`src/rtl/pia_pkg.sv`:
```
package pia_pkg;

	localparam int FIELD_BITS     = 24;
	localparam int INDEX_BITS_DEF = 24;
	localparam int MODE_BITS      = 3;
	localparam int COUNT_BITS     = 2;
	localparam int HELD_DEPTH     = 3;

	typedef enum logic [MODE_BITS-1:0] {
		MODE_TRIS   = 3'd0,
		MODE_STRIP  = 3'd1,
		MODE_FAN    = 3'd2,
		MODE_QUADS  = 3'd3,
		MODE_QSTRIP = 3'd4
	} mode_e;

	typedef struct packed {
		logic [FIELD_BITS-1:0] a;
		logic [FIELD_BITS-1:0] b;
		logic [FIELD_BITS-1:0] c;
		logic                  last;
	} face_t;

endpackage

```
`src/rtl/pia_assemble.sv`:
```
module pia_assemble #(
	parameter int HELD_BITS = pia_pkg::FIELD_BITS
) (
	input  logic [pia_pkg::MODE_BITS-1:0]                            mode,
	input  logic                                                     group_start,
	input  logic [HELD_BITS-1:0]                                     vertex_id,
	input  logic [pia_pkg::COUNT_BITS-1:0]                           count,
	input  logic [pia_pkg::HELD_DEPTH-1:0][HELD_BITS-1:0]            held,
	output logic [pia_pkg::COUNT_BITS-1:0]                           count_next,
	output logic [pia_pkg::HELD_DEPTH-1:0][HELD_BITS-1:0]            held_next,
	output pia_pkg::face_t                                           face_first,
	output pia_pkg::face_t                                           face_second,
	output logic [1:0]                                               face_num
);
	import pia_pkg::*;

	function automatic face_t make_face(
		input logic [HELD_BITS-1:0] a,
		input logic [HELD_BITS-1:0] b,
		input logic [HELD_BITS-1:0] c,
		input logic                 last
	);
		face_t f;
		f.a    = FIELD_BITS'(a);
		f.b    = FIELD_BITS'(b);
		f.c    = FIELD_BITS'(c);
		f.last = last;
		return f;
	endfunction

	logic [COUNT_BITS-1:0] n;
	logic                  append;

	always_comb begin
		n           = group_start ? '0 : count;
		count_next  = n;
		held_next   = held;
		face_first  = '0;
		face_second = '0;
		face_num    = 2'd0;
		append      = 1'b0;

		unique case (mode_e'(mode))
			MODE_TRIS: begin
				if (n >= COUNT_BITS'(2)) begin
					face_first = make_face(held[0], held[1], vertex_id, 1'b1);
					face_num   = 2'd1;
					count_next = '0;
				end else begin
					append = 1'b1;
				end
			end
			MODE_STRIP: begin
				if (n >= COUNT_BITS'(2)) begin
					face_first   = make_face(held[0], held[1], vertex_id, 1'b1);
					face_num     = 2'd1;
					held_next[0] = held[1];
					held_next[1] = vertex_id;
					count_next   = COUNT_BITS'(2);
				end else begin
					append = 1'b1;
				end
			end
			MODE_FAN: begin
				if (n >= COUNT_BITS'(2)) begin
					face_first   = make_face(held[0], held[1], vertex_id, 1'b1);
					face_num     = 2'd1;
					held_next[1] = vertex_id;
					count_next   = COUNT_BITS'(2);
				end else begin
					append = 1'b1;
				end
			end
			MODE_QUADS: begin
				if (n == COUNT_BITS'(3)) begin
					// quad split: (v0,v1,v3),(v3,v1,v2)
					face_first  = make_face(held[0], held[1], vertex_id, 1'b0);
					face_second = make_face(vertex_id, held[1], held[2], 1'b1);
					face_num    = 2'd2;
					count_next  = '0;
				end else begin
					append = 1'b1;
				end
			end
			MODE_QSTRIP: begin
				if (n == COUNT_BITS'(3)) begin
					face_first   = make_face(held[0], held[1], held[2], 1'b0);
					face_second  = make_face(held[2], held[1], vertex_id, 1'b1);
					face_num     = 2'd2;
					held_next[0] = held[2];
					held_next[1] = vertex_id;
					count_next   = COUNT_BITS'(2);
				end else begin
					append = 1'b1;
				end
			end
			default: begin
				// unknown mode: vertex dropped, only the group clear applies
			end
		endcase

		if (append) begin
			// append only happens with n below 3
			unique case (n)
				COUNT_BITS'(0): held_next[0] = vertex_id;
				COUNT_BITS'(1): held_next[1] = vertex_id;
				default:        held_next[2] = vertex_id;
			endcase
			count_next = n + COUNT_BITS'(1);
		end
	end

endmodule

```
`src/rtl/pia_out_buf.sv`:
```
module pia_out_buf (
	input  logic           clk,
	input  logic           arst_n,
	input  logic           push,
	input  pia_pkg::face_t face_first,
	input  pia_pkg::face_t face_second,
	input  logic [1:0]     face_num,
	output logic           room,
	output logic           out_valid,
	input  logic           out_stall,
	output pia_pkg::face_t face_out
);
	import pia_pkg::*;

	localparam int DEPTH = 4;
	localparam int PTR_BITS = $clog2(DEPTH);

	face_t               mem_q [DEPTH];
	logic [PTR_BITS-1:0] wr_ptr_q;
	logic [PTR_BITS-1:0] rd_ptr_q;
	logic [PTR_BITS:0]   count_q;
	logic [1:0]          push_num;
	logic                pop;

	assign push_num  = push ? face_num : 2'd0;
	assign out_valid = (count_q != '0);
	assign pop       = out_valid && !out_stall;
	assign face_out  = mem_q[rd_ptr_q];
	// space for the two faces a single vertex may produce
	assign room      = (count_q <= (PTR_BITS+1)'(DEPTH - 2));

	always_ff @(posedge clk or negedge arst_n) begin
		if (!arst_n) begin
			wr_ptr_q <= '0;
			rd_ptr_q <= '0;
			count_q  <= '0;
		end else begin
			wr_ptr_q <= wr_ptr_q + PTR_BITS'(push_num);
			if (pop)
				rd_ptr_q <= rd_ptr_q + PTR_BITS'(1);
			count_q <= count_q + (PTR_BITS+1)'(push_num) - (PTR_BITS+1)'(pop);
		end
	end

	always_ff @(posedge clk) begin
		if (push_num != 2'd0)
			mem_q[wr_ptr_q] <= face_first;
		if (push_num == 2'd2)
			mem_q[wr_ptr_q + PTR_BITS'(1)] <= face_second;
	end

endmodule

```
`src/rtl/primitive_index_assembly.sv`:
```
// A face is registered into the four-entry output queue on its vertex transfer.
// Throughput: one vertex per cycle while not stalled; a vertex closing a quad yields
// two faces, which leave the queue one per cycle while out_stall is low.
// Input stall rises while fewer than two queue entries are free.
// Reset (arst_n low, asynchronous): mode back to separate triangles, held count
// and output queue emptied; held indices keep no defined value.
module primitive_index_assembly #(
	parameter int INDEX_BITS = pia_pkg::INDEX_BITS_DEF
) (
	input  logic                              clk,
	input  logic                              arst_n,
	input  logic                              cfg_write,
	input  logic [pia_pkg::MODE_BITS-1:0]     cfg_data,
	input  logic                              in_valid,
	output logic                              in_stall,
	input  logic [pia_pkg::FIELD_BITS-1:0]    vertex_index,
	input  logic                              group_start,
	output logic                              out_valid,
	input  logic                              out_stall,
	output logic [pia_pkg::FIELD_BITS-1:0]    corner_a,
	output logic [pia_pkg::FIELD_BITS-1:0]    corner_b,
	output logic [pia_pkg::FIELD_BITS-1:0]    corner_c,
	output logic                              last_of_run
);
	import pia_pkg::*;

	localparam int HELD_BITS = (INDEX_BITS < FIELD_BITS) ? INDEX_BITS : FIELD_BITS;

	logic [MODE_BITS-1:0]                        mode_q;
	logic [COUNT_BITS-1:0]                       count_q;
	logic [HELD_DEPTH-1:0][HELD_BITS-1:0]        held_q;
	logic [COUNT_BITS-1:0]                       count_next;
	logic [HELD_DEPTH-1:0][HELD_BITS-1:0]        held_next;
	face_t                                       face_first;
	face_t                                       face_second;
	face_t                                       face_out;
	logic [1:0]                                  face_num;
	logic                                        room;
	logic                                        accept;

	assign in_stall = !room;
	assign accept   = in_valid && room;

	pia_assemble #(
		.HELD_BITS(HELD_BITS)
	) u_assemble (
		.mode        (mode_q),
		.group_start (group_start),
		.vertex_id   (vertex_index[HELD_BITS-1:0]),
		.count       (count_q),
		.held        (held_q),
		.count_next  (count_next),
		.held_next   (held_next),
		.face_first  (face_first),
		.face_second (face_second),
		.face_num    (face_num)
	);

	pia_out_buf u_out_buf (
		.clk         (clk),
		.arst_n      (arst_n),
		.push        (accept),
		.face_first  (face_first),
		.face_second (face_second),
		.face_num    (face_num),
		.room        (room),
		.out_valid   (out_valid),
		.out_stall   (out_stall),
		.face_out    (face_out)
	);

	always_ff @(posedge clk or negedge arst_n) begin
		if (!arst_n) begin
			mode_q  <= MODE_TRIS;
			count_q <= '0;
		end else begin
			if (cfg_write)
				mode_q <= cfg_data;
			if (accept)
				count_q <= count_next;
		end
	end

	always_ff @(posedge clk) begin
		if (accept)
			held_q <= held_next;
	end

	assign corner_a    = face_out.a;
	assign corner_b    = face_out.b;
	assign corner_c    = face_out.c;
	assign last_of_run = face_out.last;

endmodule

```
`config.mk`:
```
export PLATFORM = sky130hd
export DESIGN_NAME = primitive_index_assembly
export DESIGN_NICKNAME = d
export VERILOG_FILES = /design/src/rtl/pia_pkg.sv /design/src/rtl/pia_assemble.sv /design/src/rtl/pia_out_buf.sv /design/src/rtl/primitive_index_assembly.sv
export SDC_FILE = /design/constraint.sdc
export NUM_CORES = 1
export LEC_CHECK = 0
export ABC_AREA = 0
export BUFFER_PORTS_ARGS = -buffer_cell sky130_fd_sc_hd__buf_2
export CORE_AREA = 8 8 222 224
export CTS_BUF_LIST = sky130_fd_sc_hd__clkbuf_8
export CTS_CLUSTER_DIAMETER = 30
export DETAILED_ROUTE_END_ITERATION = 12
export DIE_AREA = 0 0 230 232
export GPL_ROUTABILITY_DRIVEN = 0
export HOLD_SLACK_MARGIN = 0.1
export PLACE_DENSITY = 0.67
export SLEW_MARGIN = 25
export SYNTH_ARGS = -nofsm -noshare
export SYNTH_HDL_FRONTEND = slang
export SYNTH_SLANG_ARGS = --single-unit
export TNS_END_PERCENT = 1
```
`constraint.sdc`:
```
create_clock -name clk -period 11.4 [get_ports clk]
set_input_delay 2.28 -clock clk [delete_from_list [all_inputs] [get_ports clk]]
set_output_delay 2.28 -clock clk [all_outputs]
set_load 0.01 [all_outputs]
```
; ---- Word-level counts from Yosys, hierarchy flattened
; Memories as Yosys holds them, arrays and structs flattened.
; Index checks and enable logic that the tools add are counted.
[totals]
mem_count = 1
output_inout_bits = 75
elab_cells = 71
ramBits = 292
inputBits = 33
ff_bits = 84
[op_classes]
order_cmp = 2
n_reduce_logical = 13
n_bitwise = 1
add_sub_neg = 6
muxes = 33
n_eq_ne = 7
[memory_table]
columns = memory, depth, word_bits, read_ports, rd_ports_with_merged_regs, write_ports, line
row1 = u_out_buf.mem_q, 4, 73, 1, 0, 2, pia_out_buf.sv:18  ; face_t mem_q [DEPTH];
[op_table]
columns = op, count
row1 = $mux W73, 5
row2 = $pmux W73 S3, 1
row3 = $pmux W73 S2, 1
row4 = $mux W48, 3
row5 = $mux W24, 3
row6 = $pmux W24 S3, 1
row7 = $pmux W24 S2, 1
row8 = $mux W2, 8
row9 = $pmux W2 S4, 1
row10 = $mux W1, 7
row11 = $add A2 B1 Y2 const B, 3
row12 = $eq A3 B2 Y1 const B, 2
row13 = $reduce_or A2 Y1, 3
row14 = $eq A2 B2 Y1 const B, 2
row15 = $pmux W2 S2, 1
row16 = $add A3 B2 Y3, 1
row17 = $eq A3 B1 Y1 const B, 1
row18 = $eq A3 B3 Y1 const B, 1
row19 = $le A3 B2 Y1 const B, 1
row20 = $logic_not A3 Y1, 1
row21 = $reduce_and A3 Y1, 1
row22 = $reduce_bool A3 Y1, 1
row23 = $reduce_or A3 Y1, 1
row24 = $sub A3 B1 Y3, 1
row25 = 9 further kinds, 11

; ---- Logic depth before layout (Yosys ltp)
[logic_depth]
depth_word = 8
mapped_depth = 9
depth_no_buf = 9

; ---- Cells and area by module
; A second synthesis with hierarchy kept.
[hier_totals]
cells_unflattened = 1187
hier_area_um2 = 20133.1
[by_module_without_submodules]
columns = mod, n_inst, cells_per_inst, area_each_um2
row1 = pia_out_buf, 1, 753, 14838.0
row2 = pia_assemble, 1, 349, 2930.3
row3 = primitive_index_assembly, 1, 85, 2364.8

; ---- Worst setup path after synthesis
; No wires, ideal clock.
[synth_path]
kind = input to register
from = input port group_start
to = memory u_out_buf.mem_q[0][0] (netlist bit), enable pin
setup_ps = 612
path_slack_ps = 1428
cell_stages = 9
required_ps = 10788
t_arrival_ps = 9360
path_cell_list = nand2b_1 inv_1 ha_1 clkbuf_1 a21oi_1 o22ai_1 clkbuf_1 nand2_1 o31ai_1
[synth_rtl]
columns = element, line
row1 = from (decl), primitive_index_assembly.sv:17  ; input logic group_start,
row2 = to (decl), pia_out_buf.sv:18

==> out/summary.txt <==
Tmin final: 5960 ps
CP arrival: 6210 ps
Mapped Cells: 1145
Critical Path End Type: flip-flop
Setup violations, final: 0
Core box area: 45900 µm²
Critical path origin: group_start
Unrepaired setup endpoints after global routing: no
Clock buffer depth: 3
Lkg Pwr: 7.72 nW
Antenna Nets Post-Route: 0
Worst-Margin Slew: 1040 ps
M3 GR Usage: 3.71%
I/O pin count: 108
Post-Syn Nets: 1188
Clock root cell: clkbuf_8
Final nets: 1308
CTS tree: built
PortBufs: 107
Crit path cell chain: buf_2 > nand2b_1 > inv_1 > ha_2 > buf_4 > nand3b_4 > or3_2 > buf_4 > o21ai_4 > buf_4
Max FO, Critical Path: 59
Worst r2r src: u_out_buf.count_q[1]$_DFF_PN0_
Ratio of cells with drive above 1 in the final layout: 27.2%
CTS sink cnt: 376
Initial antenna violation count: 6
Initial DRC Count: 1061
Setup CP Type: input pin to flip-flop
Register bit total from synthesis: 376
Initial core utilization: 39.3%
H-tree levels: 3
Hold buffers post-CTS: 0
Max_cap viols: 0
Period utilization: 52.3%
Syn. warnings: 0
PD cells: 206 nW/µm²
Simple-gate share of the synthesized area: 6.36%
Reg clk slew, reported paths: 60 ps
Via count: 10800
Synth Area in Adders: 0.736%
DRC viols: 0
Chip width: 230 µm
Via/cell ratio: 5.56
Worst Hold Class: flip-flop to flip-flop
GRT Total Usage: 16.8%
FF-to-FF setup slack: 6750 ps
Average cell area after synthesis: 15.7 µm²
Routed WL per cell: 23.5 µm
Fill cell count: 4044
Drt total wl: 45.5 mm
Run status: finished, final reports clean
Final hold viol count: 0
Hold_sp: count_q[0]$_DFFE_PN0N_
Rel. slew slack: 30.6%
Worst-Skew Late Latency: 630 ps
Largest net degree at the start of global routing: 121
Register area share after synthesis: 62.3%
WP data required: 11640 ps
Post-DP HPWL: 26.3 mm
First-pass GRT wire length: 68.7 mm
Met1 Use GR: 20.0%
Slew Limit Fails: 0
GR peak layer: met2
Final setup TNS: 0 ps
Synth Area in Compound Gates: 6.09%
Final instance area: 20900 µm²
Post-synthesis xor/xnor area fraction: 0.291%
Clk_skew: 19.3 ps
Area after DPL: 19100 µm²
Largest family of logic cells by synthesized area: multiplexers
Crit start category: input pin
Fmax: 168 MHz
Peak VDD IR: 0.0971 mV
Syn Std Cell Area: 18000 µm²
Cell variety after synth: 42
Layout area overhead: 15.7%
Die H: 232 µm
Die area: 53400 µm²
Worst path max stage delay: 790 ps
Met2 Usage GRT: 29.1%
Multiplexer share of the synthesized area: 21.5%
TritonRoute pass-1 iters: 6
Row count: 79
CP dominant cell by count: buf_4
Global route overflow: 0
Cts bufs inserted: 80
Worst path slowest cell: buf_4
Vias in the first global route: 11400
Postcts setup bufs: 0
Cts repair resizes: 0
[metrics by stage]
stage / setup slack (ps) / utilization (%) / hold slack (ps) / total power, mW / cells
after floorplan: 1430 / - / 451 / 2.42 / 1145
after detailed placement: 4810 / 41.8 / 485 / 2.83 / 1790
after global routing: 5290 / 45.5 / 524 / 4.50 / 1933
after global placement: 4910 / 41.8 / 487 / 2.82 / 1790
final: 5440 / 45.5 / 495 / 4.30 / 1936
after CTS: 5460 / 45.5 / 496 / 4.37 / 1933
[synth_stat cells, drive strengths merged]
master,count,area share [%]
and3b,2,0.097
and3,1,0.035
clkbuf,51,1.1
nand3b,2,0.15
buf,39,1.5
o22ai,4,0.14
nor3,2,0.056
xor2,3,0.15
o211a,1,0.056
nand2b,4,0.14
edfxtp,364,61
o31ai,2,0.083
inv,9,0.19
a22oi,50,2.1
o21bai,1,0.042
mux2i,193,11
nor2,30,0.62
o21ai,10,0.28
nor2b,4,0.14
or2,2,0.069
a22o,24,1.2
a21oi,27,0.75
dfrtp,12,1.7
and2,100,3.5
a31oi,1,0.035
a32oi,1,0.049
mux4,73,9.1
a211oi,2,0.083
nor3b,4,0.23
ha,9,0.62
a222oi,24,1.3
mux2,27,1.7
nand2,60,1.2
xnor2,3,0.15
or3,2,0.069
nor4,1,0.035
fa,1,0.11
[cell families (layout without fill, tap and decap cells)]
family                     Yosys count  count (layout)
and+or+nand+nor                    214             214
DFF                                376             376
AOI/OAI and AO/OA                  147             147
adders and majority gates           10              10
other                                0               3
muxes                              293             293
xor gates and xnor gates             6               6
buffers and inverters               99             280
[layout by cell type (no fill, tap or decap), types with 2 or more instances in the layout]
| master | instances |
|---|---|
| and2_1 | 100 |
| o21ai_0 | 9 |
| buf_2 | 107 |
| nor2b_1 | 4 |
| o22ai_4 | 3 |
| inv_6 | 2 |
| mux2i_1 | 193 |
| inv_8 | 2 |
| dfrtp_1 | 10 |
| xnor2_1 | 3 |
| nor3b_1 | 3 |
| and3b_1 | 2 |
| xor2_1 | 3 |
| clkinv_2 | 9 |
| dfrtp_4 | 2 |
| nor2_4 | 3 |
| mux2_2 | 27 |
| nor3_1 | 2 |
| ha_1 | 8 |
| diode_2 | 3 |
| a22oi_1 | 50 |
| a21oi_1 | 27 |
| nand2b_1 | 4 |
| clkinvlp_4 | 7 |
| o31ai_4 | 2 |
| clkbuf_8 | 81 |
| nand2_1 | 60 |
| mux4_2 | 73 |
| buf_4 | 20 |
| a211oi_1 | 2 |
| edfxtp_1 | 364 |
| inv_1 | 24 |
| or2_2 | 2 |
| clkinv_4 | 2 |
| clkinv_1 | 13 |
| a222oi_1 | 24 |
| bufinv_16 | 11 |
| nor2_1 | 27 |
| a22o_1 | 24 |
[final timing paths]
kind	end	cells past startpoint
worst max-delay path	u_out_buf.mem_q[1][68]$_DFFE_PP_	10
worst min-delay path	count_q[0]$_DFFE_PN0N_	2
worst max register to register	u_out_buf.mem_q[1][68]$_DFFE_PP_	9
worst min register to register	count_q[0]$_DFFE_PN0N_	2
max in group asynchronous	u_out_buf.rd_ptr_q[1]$_DFFE_PN0P_	1
min in group asynchronous	u_out_buf.wr_ptr_q[1]$_DFF_PN0_	1
[registers in the layout (all words and copies together), names as in the netlist]
name / cells
u_out_buf.wr_ptr_q: 2
u_out_buf.mem_q: 292
u_out_buf.count_q: 3
count_q: 2
u_out_buf.rd_ptr_q: 2
mode_q: 3
held_q: 72
[area by class of cell]
class	count	area, µm²	area share [%]
Inverter	9	33.8	0.162
Multi-Input combinational cell	670	6420	30.8
Antenna cell	3	7.51	0.0360
Tap cell	607	759	3.64
Clock inverter	62	594	2.85
Sequential cell	376	11200	53.9
Clock buffer	81	1110	5.34
Timing Repair Buffer	128	697	3.34
[critical path, delay by kind of cell]
kind                     cells  cell delay (ps)
buffers and inverters        5             2150
AND/OR/NAND/NOR              3             1020
AO/OA/AOI/OAI                1              470
adder cells (fa/ha/maj)      1              210
[metal layers]
metal,wire (µm),up-vias
met5,25,-
met2,22700,441
met3,3660,95
met4,1510,4
met1,17600,5418
li1,-,4801
[power by group]
group	internal, mW	switching, mW
sequential	1.64	0.141
clock	0.920	0.611
combinational	0.460	0.534
(Power assumes the default switching activity.)
